==> src/hw/rtl/bmff_pkg.sv <==
// ----------------------------------------------------------------------------
// bmff_pkg
// Shared types, codes and helpers for the bit map set/get/find-free unit.
// ----------------------------------------------------------------------------
package bmff_pkg;

    localparam int WORD_BITS  = 32;
    localparam int OFF_W      = 5;     // bit offset within one map word
    localparam int INDEX_W    = 10;    // bit index width
    localparam int CFG_W      = 6;     // words-in-use register width
    localparam int WIDX_W     = 6;     // word index, wide enough for any count in use
    localparam int MAP_SLOTS  = 64;    // entries that can ever be addressed
    localparam int OP_W       = 2;

    localparam logic [WORD_BITS-1:0] FULL_WORD     = 32'hFFFF_FFFF;
    localparam logic [CFG_W-1:0]     WORDS_IN_USE_RST = 6'd32;

    typedef logic [OP_W-1:0] t_op;

    localparam t_op OP_WRITE = 2'd0;
    localparam t_op OP_READ  = 2'd1;
    localparam t_op OP_FIND  = 2'd2;
    localparam t_op OP_NONE  = 2'd3;

    typedef logic [WORD_BITS-1:0] t_word;

    // Position of the lowest clear bit; caller checks the word is not full.
    function automatic logic [OFF_W-1:0] lowest_zero(input t_word w);
        logic [OFF_W-1:0] pos;
        pos = '0;
        for (int i = WORD_BITS - 1; i >= 0; i--) begin
            if (!w[i]) begin
                pos = OFF_W'(i);
            end
        end
        return pos;
    endfunction

endpackage

==> src/hw/rtl/bmff_if.sv <==
// ----------------------------------------------------------------------------
// bmff request / response channels
// Valid/ready channels carrying one request item and one result item.
// ----------------------------------------------------------------------------
interface bmff_req_if;
    import bmff_pkg::*;

    logic               valid;
    logic               ready;
    t_op                op;
    logic [INDEX_W-1:0] bit_index;
    logic               bit_value;

    modport source (output valid, output op, output bit_index, output bit_value,
                    input ready);
    modport sink   (input valid, input op, input bit_index, input bit_value,
                    output ready);
endinterface

interface bmff_rsp_if;
    import bmff_pkg::*;

    logic               valid;
    logic               ready;
    logic               bit_read;
    logic               found;
    logic [INDEX_W-1:0] found_index;
    logic               out_of_range;

    modport source (output valid, output bit_read, output found,
                    output found_index, output out_of_range, input ready);
    modport sink   (input valid, input bit_read, input found,
                    input found_index, input out_of_range, output ready);
endinterface

==> src/hw/rtl/bmff_word_mem.sv <==
// ----------------------------------------------------------------------------
// bmff_word_mem
// Map word store: one write port, one registered read port, per-entry valid
// bits so that entries never written since reset read as zero.
// ----------------------------------------------------------------------------
module bmff_word_mem
    import bmff_pkg::*;
#(
    parameter int NUM_WORDS = 32
) (
    input  logic              i_clk,
    input  logic              i_rst_n,
    input  logic              i_rd_en,
    input  logic [WIDX_W-1:0] i_rd_word,
    output t_word             o_rd_data,
    input  logic              i_wr_en,
    input  logic [WIDX_W-1:0] i_wr_word,
    input  t_word             i_wr_data
);

    localparam int AW = (NUM_WORDS > 1) ? $clog2(NUM_WORDS) : 1;

    t_word                 r_mem [NUM_WORDS];
    logic [MAP_SLOTS-1:0]  r_valid;
    t_word                 r_rd_data;
    logic                  r_rd_valid;

    // Storage: no reset, validity tracked separately.
    always_ff @(posedge i_clk) begin
        if (i_wr_en) begin
            r_mem[AW'(i_wr_word)] <= i_wr_data;
        end
        if (i_rd_en) begin
            r_rd_data <= r_mem[AW'(i_rd_word)];
        end
    end

    always_ff @(posedge i_clk) begin
        if (!i_rst_n) begin
            r_valid    <= '0;
            r_rd_valid <= 1'b0;
        end else begin
            if (i_wr_en) begin
                r_valid[i_wr_word] <= 1'b1;
            end
            if (i_rd_en) begin
                r_rd_valid <= r_valid[i_rd_word];
            end
        end
    end

    assign o_rd_data = r_rd_valid ? r_rd_data : '0;

endmodule

==> src/hw/rtl/bitmap_set_get_find_free_unit.sv <==
// ----------------------------------------------------------------------------
// bitmap_set_get_find_free_unit
// Bit map of 32-bit words with bit write, bit read and find-first-clear.
// ----------------------------------------------------------------------------
// The map lives in a synchronous word memory cleared at reset (through
// per-entry valid bits, so no clearing pass is needed and the unit is ready
// right after reset). One item is handled at a time. A write or read goes
// through three steps: accept and issue the word read, modify or extract,
// then load the result register. A search scans from the start word towards
// the last word in use: the scan reads one map word per cycle through the
// single memory read port, masks bits below the start offset in the first
// word only, and stops at the first word that is not full. An item whose word
// lies beyond the words in use, or with the unused op code, skips the word
// read and leaves the map untouched. Words in use saturates at NUM_WORDS and
// zero makes every index out of range. A new item is taken while the previous
// result still waits in the output register.
// ----------------------------------------------------------------------------
module bitmap_set_get_find_free_unit
    import bmff_pkg::*;
#(
    parameter int NUM_WORDS = 32
) (
    input  logic             i_clk,
    input  logic             i_rst_n,
    input  logic             i_cfg_we,
    input  logic [CFG_W-1:0] i_cfg_wdata,
    bmff_req_if.sink         i_req,
    bmff_rsp_if.source       o_rsp
);

    localparam int USED_CAP = (NUM_WORDS < 63) ? NUM_WORDS : 63;

    localparam logic [1:0] S_IDLE = 2'd0;
    localparam logic [1:0] S_READ = 2'd1;
    localparam logic [1:0] S_DONE = 2'd2;

    logic [1:0]         r_state, n_state;
    logic [CFG_W-1:0]   r_words_in_use;
    logic [CFG_W-1:0]   used;

    // latched request
    t_op                r_op;
    logic [OFF_W-1:0]   r_off;
    logic               r_val;
    logic               r_first;
    logic [WIDX_W-1:0]  r_cur, n_cur;

    // pending result
    logic               r_bit_read, r_found, r_oor;
    logic [INDEX_W-1:0] r_found_idx;

    // output register
    logic               r_out_valid;
    logic               r_out_bit_read, r_out_found, r_out_oor;
    logic [INDEX_W-1:0] r_out_found_idx;

    // memory ports
    logic               rd_en;
    logic [WIDX_W-1:0]  rd_word;
    t_word              rd_data;
    logic               wr_en;
    t_word              wr_data;

    logic               req_acc;
    logic [WIDX_W-1:0]  req_word;
    logic               req_oor;
    t_word              search_word;
    logic [WIDX_W-1:0]  next_cur;
    logic               out_free;

    // Clamp words in use to the store depth.
    assign used = (r_words_in_use > CFG_W'(USED_CAP)) ? CFG_W'(USED_CAP) : r_words_in_use;

    assign req_acc  = i_req.valid && i_req.ready;
    assign req_word = WIDX_W'(i_req.bit_index[INDEX_W-1:OFF_W]);
    assign req_oor  = (req_word >= used);
    assign out_free = !r_out_valid || o_rsp.ready;
    assign next_cur = r_cur + WIDX_W'(1);

    // First word: treat bits below the start offset as taken.
    assign search_word = r_first
                       ? (rd_data | ((t_word'(1) << r_off) - t_word'(1)))
                       : rd_data;

    // Write back: replace the addressed bit.
    always_comb begin
        wr_data        = rd_data;
        wr_data[r_off] = r_val;
    end

    assign wr_en = (r_state == S_READ) && (r_op == OP_WRITE);

    bmff_word_mem #(
        .NUM_WORDS (NUM_WORDS)
    ) u_mem (
        .i_clk     (i_clk),
        .i_rst_n   (i_rst_n),
        .i_rd_en   (rd_en),
        .i_rd_word (rd_word),
        .o_rd_data (rd_data),
        .i_wr_en   (wr_en),
        .i_wr_word (r_cur),
        .i_wr_data (wr_data)
    );

    // Sequencer: issue reads, step the scan, decide the result.
    always_comb begin
        n_state = r_state;
        n_cur   = r_cur;
        rd_en   = 1'b0;
        rd_word = req_word;
        unique case (r_state)
            S_IDLE: begin
                if (req_acc) begin
                    n_cur = req_word;
                    if (req_oor || i_req.op == OP_NONE) begin
                        n_state = S_DONE;
                    end else begin
                        rd_en   = 1'b1;
                        n_state = S_READ;
                    end
                end
            end
            S_READ: begin
                n_state = S_DONE;
                if (r_op == OP_FIND && search_word == FULL_WORD && next_cur < used) begin
                    // advance to the next word, offset drops to zero
                    rd_en   = 1'b1;
                    rd_word = next_cur;
                    n_cur   = next_cur;
                    n_state = S_READ;
                end
            end
            S_DONE: begin
                if (out_free) begin
                    n_state = S_IDLE;
                end
            end
            default: begin
                n_state = S_IDLE;
            end
        endcase
    end

    always_ff @(posedge i_clk) begin
        if (!i_rst_n) begin
            r_state        <= S_IDLE;
            r_words_in_use <= WORDS_IN_USE_RST;
            r_out_valid    <= 1'b0;
        end else begin
            r_state <= n_state;
            if (i_cfg_we) begin
                r_words_in_use <= i_cfg_wdata;
            end
            if (r_state == S_DONE && out_free) begin
                r_out_valid <= 1'b1;
            end else if (o_rsp.ready) begin
                r_out_valid <= 1'b0;
            end
        end
    end

    // Datapath registers: no reset needed.
    always_ff @(posedge i_clk) begin
        r_cur <= n_cur;
        if (req_acc) begin
            r_op        <= i_req.op;
            r_off       <= i_req.bit_index[OFF_W-1:0];
            r_val       <= i_req.bit_value;
            r_first     <= 1'b1;
            r_bit_read  <= 1'b0;
            r_found     <= 1'b0;
            r_found_idx <= '0;
            r_oor       <= req_oor && (i_req.op != OP_NONE);
        end else if (r_state == S_READ) begin
            r_first <= 1'b0;
            if (r_op == OP_READ) begin
                r_bit_read <= rd_data[r_off];
            end
            if (r_op == OP_FIND && search_word != FULL_WORD) begin
                r_found     <= 1'b1;
                r_found_idx <= {r_cur[OFF_W-1:0], lowest_zero(search_word)};
            end
        end
        if (r_state == S_DONE && out_free) begin
            r_out_bit_read  <= r_bit_read;
            r_out_found     <= r_found;
            r_out_found_idx <= r_found_idx;
            r_out_oor       <= r_oor;
        end
    end

    assign i_req.ready        = (r_state == S_IDLE);
    assign o_rsp.valid        = r_out_valid;
    assign o_rsp.bit_read     = r_out_bit_read;
    assign o_rsp.found        = r_out_found;
    assign o_rsp.found_index  = r_out_found_idx;
    assign o_rsp.out_of_range = r_out_oor;

    // An out-of-range item reports nothing else.
    a_oor_quiet: assert property (@(posedge i_clk) disable iff (!i_rst_n)
        o_rsp.valid && o_rsp.out_of_range |-> !o_rsp.found && !o_rsp.bit_read)
        else $error("out_of_range result carries data");

    // A miss reports index zero.
    a_miss_zero: assert property (@(posedge i_clk) disable iff (!i_rst_n)
        o_rsp.valid && !o_rsp.found |-> o_rsp.found_index == '0)
        else $error("found_index set without found");

    // The scan never leaves the words in use.
    a_scan_bound: assert property (@(posedge i_clk) disable iff (!i_rst_n)
        r_state == S_READ |-> r_cur < used)
        else $error("scan word beyond words in use");

    // A map write happens only for a write item.
    a_write_op: assert property (@(posedge i_clk) disable iff (!i_rst_n)
        wr_en |-> r_op == OP_WRITE && !r_oor)
        else $error("map write for a non-write item");

endmodule

==> src/flat_wrapper.sv <==
// flat-port wrapper written by rule: the top's interface ports become plain ports
module bitmap_set_get_find_free_unit_flat import bmff_pkg::*;
#(
    parameter int NUM_WORDS = 32
)
  (i_clk, i_rst_n, i_cfg_we, i_cfg_wdata, i_req_valid, i_req_op, i_req_bit_index, i_req_bit_value, i_req_ready, o_rsp_valid, o_rsp_bit_read, o_rsp_found, o_rsp_found_index, o_rsp_out_of_range, o_rsp_ready);
  bmff_req_if i_req_i ();
  bmff_rsp_if o_rsp_i ();
  input  logic i_clk;
  input  logic i_rst_n;
  input  logic i_cfg_we;
  input  logic [CFG_W-1:0] i_cfg_wdata;
  input wire logic [$bits(i_req_i.valid)-1:0] i_req_valid;
  input wire logic [$bits(i_req_i.op)-1:0] i_req_op;
  input wire logic [$bits(i_req_i.bit_index)-1:0] i_req_bit_index;
  input wire logic [$bits(i_req_i.bit_value)-1:0] i_req_bit_value;
  output wire logic [$bits(i_req_i.ready)-1:0] i_req_ready;
  output wire logic [$bits(o_rsp_i.valid)-1:0] o_rsp_valid;
  output wire logic [$bits(o_rsp_i.bit_read)-1:0] o_rsp_bit_read;
  output wire logic [$bits(o_rsp_i.found)-1:0] o_rsp_found;
  output wire logic [$bits(o_rsp_i.found_index)-1:0] o_rsp_found_index;
  output wire logic [$bits(o_rsp_i.out_of_range)-1:0] o_rsp_out_of_range;
  input wire logic [$bits(o_rsp_i.ready)-1:0] o_rsp_ready;
  assign i_req_i.valid = i_req_valid;
  assign i_req_i.op = i_req_op;
  assign i_req_i.bit_index = i_req_bit_index;
  assign i_req_i.bit_value = i_req_bit_value;
  assign i_req_ready = i_req_i.ready;
  assign o_rsp_valid = o_rsp_i.valid;
  assign o_rsp_bit_read = o_rsp_i.bit_read;
  assign o_rsp_found = o_rsp_i.found;
  assign o_rsp_found_index = o_rsp_i.found_index;
  assign o_rsp_out_of_range = o_rsp_i.out_of_range;
  assign o_rsp_i.ready = o_rsp_ready;
  bitmap_set_get_find_free_unit #(.NUM_WORDS(NUM_WORDS)) u_core (.i_clk(i_clk), .i_rst_n(i_rst_n), .i_cfg_we(i_cfg_we), .i_cfg_wdata(i_cfg_wdata), .i_req(i_req_i), .o_rsp(o_rsp_i));
endmodule
==> config.mk <==
export PLATFORM = sky130hd
export DESIGN_NAME = bitmap_set_get_find_free_unit_flat
export DESIGN_NICKNAME = d
export VERILOG_FILES = /design/src/hw/rtl/bmff_pkg.sv /design/src/hw/rtl/bmff_if.sv /design/src/hw/rtl/bmff_word_mem.sv /design/src/hw/rtl/bitmap_set_get_find_free_unit.sv /design/src/flat_wrapper.sv
export SDC_FILE = /design/constraint.sdc
export NUM_CORES = 2
export LEC_CHECK = 0
export BUFFER_PORTS_ARGS = -buffer_cell sky130_fd_sc_hd__buf_2
export CAP_MARGIN = 40
export CORE_MARGIN = 2
export CORE_UTILIZATION = 60
export DETAILED_ROUTE_END_ITERATION = 6
export PLACE_DENSITY = 0.77
export SYNTH_ARGS = -nofsm -noshare
export SYNTH_HDL_FRONTEND = slang
export SYNTH_SLANG_ARGS = --single-unit
==> constraint.sdc <==
create_clock -name i_clk -period 7.3 [get_ports i_clk]
set_input_delay 0.73 -clock i_clk [delete_from_list [all_inputs] [get_ports i_clk]]
set_output_delay 0.73 -clock i_clk [all_outputs]
set_load 0.005 [all_outputs]
==> impl_results.md <==
- Detailed placer's ending HPWL: 72200 um
- Max-Cap Viols: 0
- Final net count: 3706
- Port Buf Inserts: 38
- Top post-synthesis cells by count: 1084 x edfxtp_1, 488 x a211oi_1, 408 x nand2_1
- Max layer used: met5
- Fin crit period: 6.65 ns
- Die H: 292 um
- Top cell type's share of synthesized area: 65.4%
- PnR Total Power: 14.0 mW
- Number of synthesized flops with an enable pin: 1084
- Largest net degree at the start of global routing: 155
- Top fanout value on the critical path: 51
- Synth warn: 0
- Arr. time, crit path: 7.19 ns
- Clock buffer depth: 3
- WP data required: 7.84 ns
- Core Util, Final: 67.2%
- CP endpoint kind: flop
- Fin. Hold Viols: 0
- GRT Util Overall: 30.8%
- DR pass1 iterations: 7
- Die width: 292 um
- Placed Area: 51700 um^2
- Sequential cell area fraction in the yosys report: 68.9%
- Synthesized Nets: 3702
- Ports: 39
- Asr flop ratio synth: 0%
- Area of the core: 82100 um^2
- Worst hold path class: primary input to flop
- Routed Antenna Nets: 0
- Post-route cell area: 55200 um^2
- Post-CTS Resized: 0
- Outcome: finished, final reports clean
- Layout cells sized above 1: 11.0%
- Num rows: 105
- H-Tree Depth: 3
- Leading area contributor after synthesis: edfxtp_1
- Routed wl met2: 60500 um
- Final wirelength: 132000 um
- Pwr dens: 254 nW/um^2
- WL per Instance: 27.4 um
- Setup Buffers After CTS: 0
- Relative max-transition margin: 31.0%
- Post-CTS Hold Buffers: 0
- Starting DRC count in detailed routing: 4297
- Synth Instances: 3663
- TNS Setup: 0 ns
- Avg Inst Size Synth: 13.6 um^2
- Total CTS buffers: 113
- Grt total ovfl: 0
- CTS clock-pin slew for the worst setup and hold paths: 0.06 ns
- Die footprint: 85200 um^2
- Setup Skew: 0.0352 ns
- Slew Limit Fails: 0
- Main area contributors after synthesis: edfxtp_1 65%, a211oi_1 7.4%, dfxtp_1 3.5%
- Setup crit start kind: flop
- Leak Pwr: 18.1 nW
- Clk root buf: clkbuf_16
- Fin cells: 4834
- Sink Count: 1171
- Post-route clock period utilization: 91.1%
- # DRC: 0
- Unrepaired setup endpoints after global routing: no
- Vias in the first global route: 30462
- M1 WL: 52200 um
- Fmax achieved: 0.150 GHz
- Worst-skew pair later-pin latency: 0.69 ns
- Measured slew at the worst slew-check pin: 1.04 ns
- Via count: 32144
- CTS tree: done
- Placer Congestion: 1.00
- Count leader, synth: edfxtp_1
- Mapped Area: 49700 um^2
- Inst Count DP: 4622
- Top FF cell, synth: edfxtp_1
- Max VDD drop: 0.189 mV
- Via density: 6.65
- Met3 routed wirelength: 14600 um
- Post-synth cell types: 83
- Critical path class: flop to flop
- Seq cells post-synth: 1171
- Initial antenna violation count: 2
- Final setup fails: 0
- First-pass GRT wire length: 195000 um
- Initial core utilization: 60.6%
- Synth-to-Final Area Change: 11.0%
==> power breakdown <==
| part | switching, mW | total (mW) | leakage [nW] | internal (mW) |
|---|---|---|---|---|
| clock network | 2.42 | 5.58 | 1.73 | 3.16 |
| registers | 0.0726 | 7.43 | 10.6 | 7.36 |
| logic | 0.693 | 1.03 | 5.78 | 0.335 |
| total | 3.19 | 14.0 | 18.1 | 10.9 |
==> final cells by class <==
type	count	area, um^2
Multi-Input combinational cell	2200	14400
Inverter	19	71.3
Fill cell	5503	26900
Timing Repair Buffer	162	1590
Sequential cell	1171	34300
Tap cell	1070	1340
Clock buffer	149	3030
Clock inverter	61	509
Antenna cell	2	5.00
==> cells in the final DEF, fill, tap and decap left out, drive strengths merged, types with 8 or more instances in the layout <==
| cell | synthesis | layout |
|---|---|---|
| a211oi | 489 | 489 |
| a21o | 38 | 38 |
| a21oi | 148 | 148 |
| a31oi | 140 | 140 |
| and2 | 143 | 143 |
| and3 | 11 | 11 |
| buf | 152 | 162 |
| clkbuf | 121 | 149 |
| clkinv | 0 | 48 |
| dfxtp | 87 | 87 |
| edfxtp | 1084 | 1084 |
| ha | 15 | 15 |
| inv | 19 | 23 |
| mux2i | 161 | 161 |
| mux4 | 8 | 8 |
| nand2 | 408 | 408 |
| nand2b | 16 | 16 |
| nand3 | 44 | 44 |
| nand4 | 8 | 8 |
| nor2 | 120 | 120 |
| nor2b | 178 | 178 |
| nor3 | 45 | 45 |
| nor4 | 11 | 11 |
| o21a | 43 | 43 |
| o21ai | 56 | 56 |
| o22ai | 11 | 11 |
==> per-stage QoR <==
stage                     setup WS, ns  hold slack (ns)
after CTS                        0.840            0.247
final                            0.650            0.261
after global routing             0.325            0.238
after floorplan                   2.05            0.400
after global placement           0.989            0.409
after detailed placement         0.870            0.415
==> registers in the layout, summed over array words and instances (netlist names), 2 cells and up <==
name                      flops
u_core.r_cur                  6
u_core.u_mem.r_valid         64
u_core.u_mem.r_mem         1024
u_core.u_mem.r_rd_data       32
u_core.r_off                  5
u_core.o_rsp.found_index     10
u_core.r_words_in_use         6
u_core.r_state                2
u_core.r_op                   2
u_core.r_found_idx           10
==> kinds of logic after synthesis <==
| group | Yosys count | synth area share [%] |
|---|---|---|
| AO/OA/AOI/OAI | 996 | 13.8 |
| adder cells (fa/ha/maj) | 15 | 0.377 |
| buffers and inverters | 292 | 3.02 |
| AND/OR/NAND/NOR | 1011 | 10.0 |
| XOR/XNOR | 5 | 0.0881 |
| flip-flops | 1171 | 68.9 |
| multiplexers | 173 | 3.76 |
==> final timing paths <==
path / startpoint / depth (start not counted) / slack [ns] / endpoint
worst max-delay path: u_core.r_off[0] / 17 / 0.65 / u_core.u_mem.r_rd_data[11]
worst min-delay path: i_req_bit_value / 1 / 0.26 / u_core.r_val
worst max register to register: u_core.r_off[0] / 17 / 0.65 / u_core.u_mem.r_rd_data[11]
worst min register to register: u_core.r_found_idx[9] / 0 / 0.43 / u_core.o_rsp.found_index[9]
==> routing by layer <==
metal | vias to the layer above | GRT usage, %
li1 | 14134 | -
met1 | 15887 | 43.8
met2 | 1813 | 47.4
met3 | 306 | 6.72
met4 | 4 | 11.2
met5 | - | 0
==> worst max-delay path: stages, from the launching register on <==
cell      delay (ns)
edfxtp_1        0.57
nor2_1          0.58
nand2_1         0.26
ha_1            0.54
or3b_1          0.53
o41ai_2         0.35
a21oi_1         0.10
a211oi_1        0.42
and2_1          0.29
nand4_4         0.49
mux2i_4         0.60
buf_12          0.31
buf_4           0.47
a211oi_1        0.10
a211oi_1        0.36
a21oi_1         0.07
a21oi_1         0.27
a21o_1          0.15
Note: power is estimated with default switching activity, not from simulation.
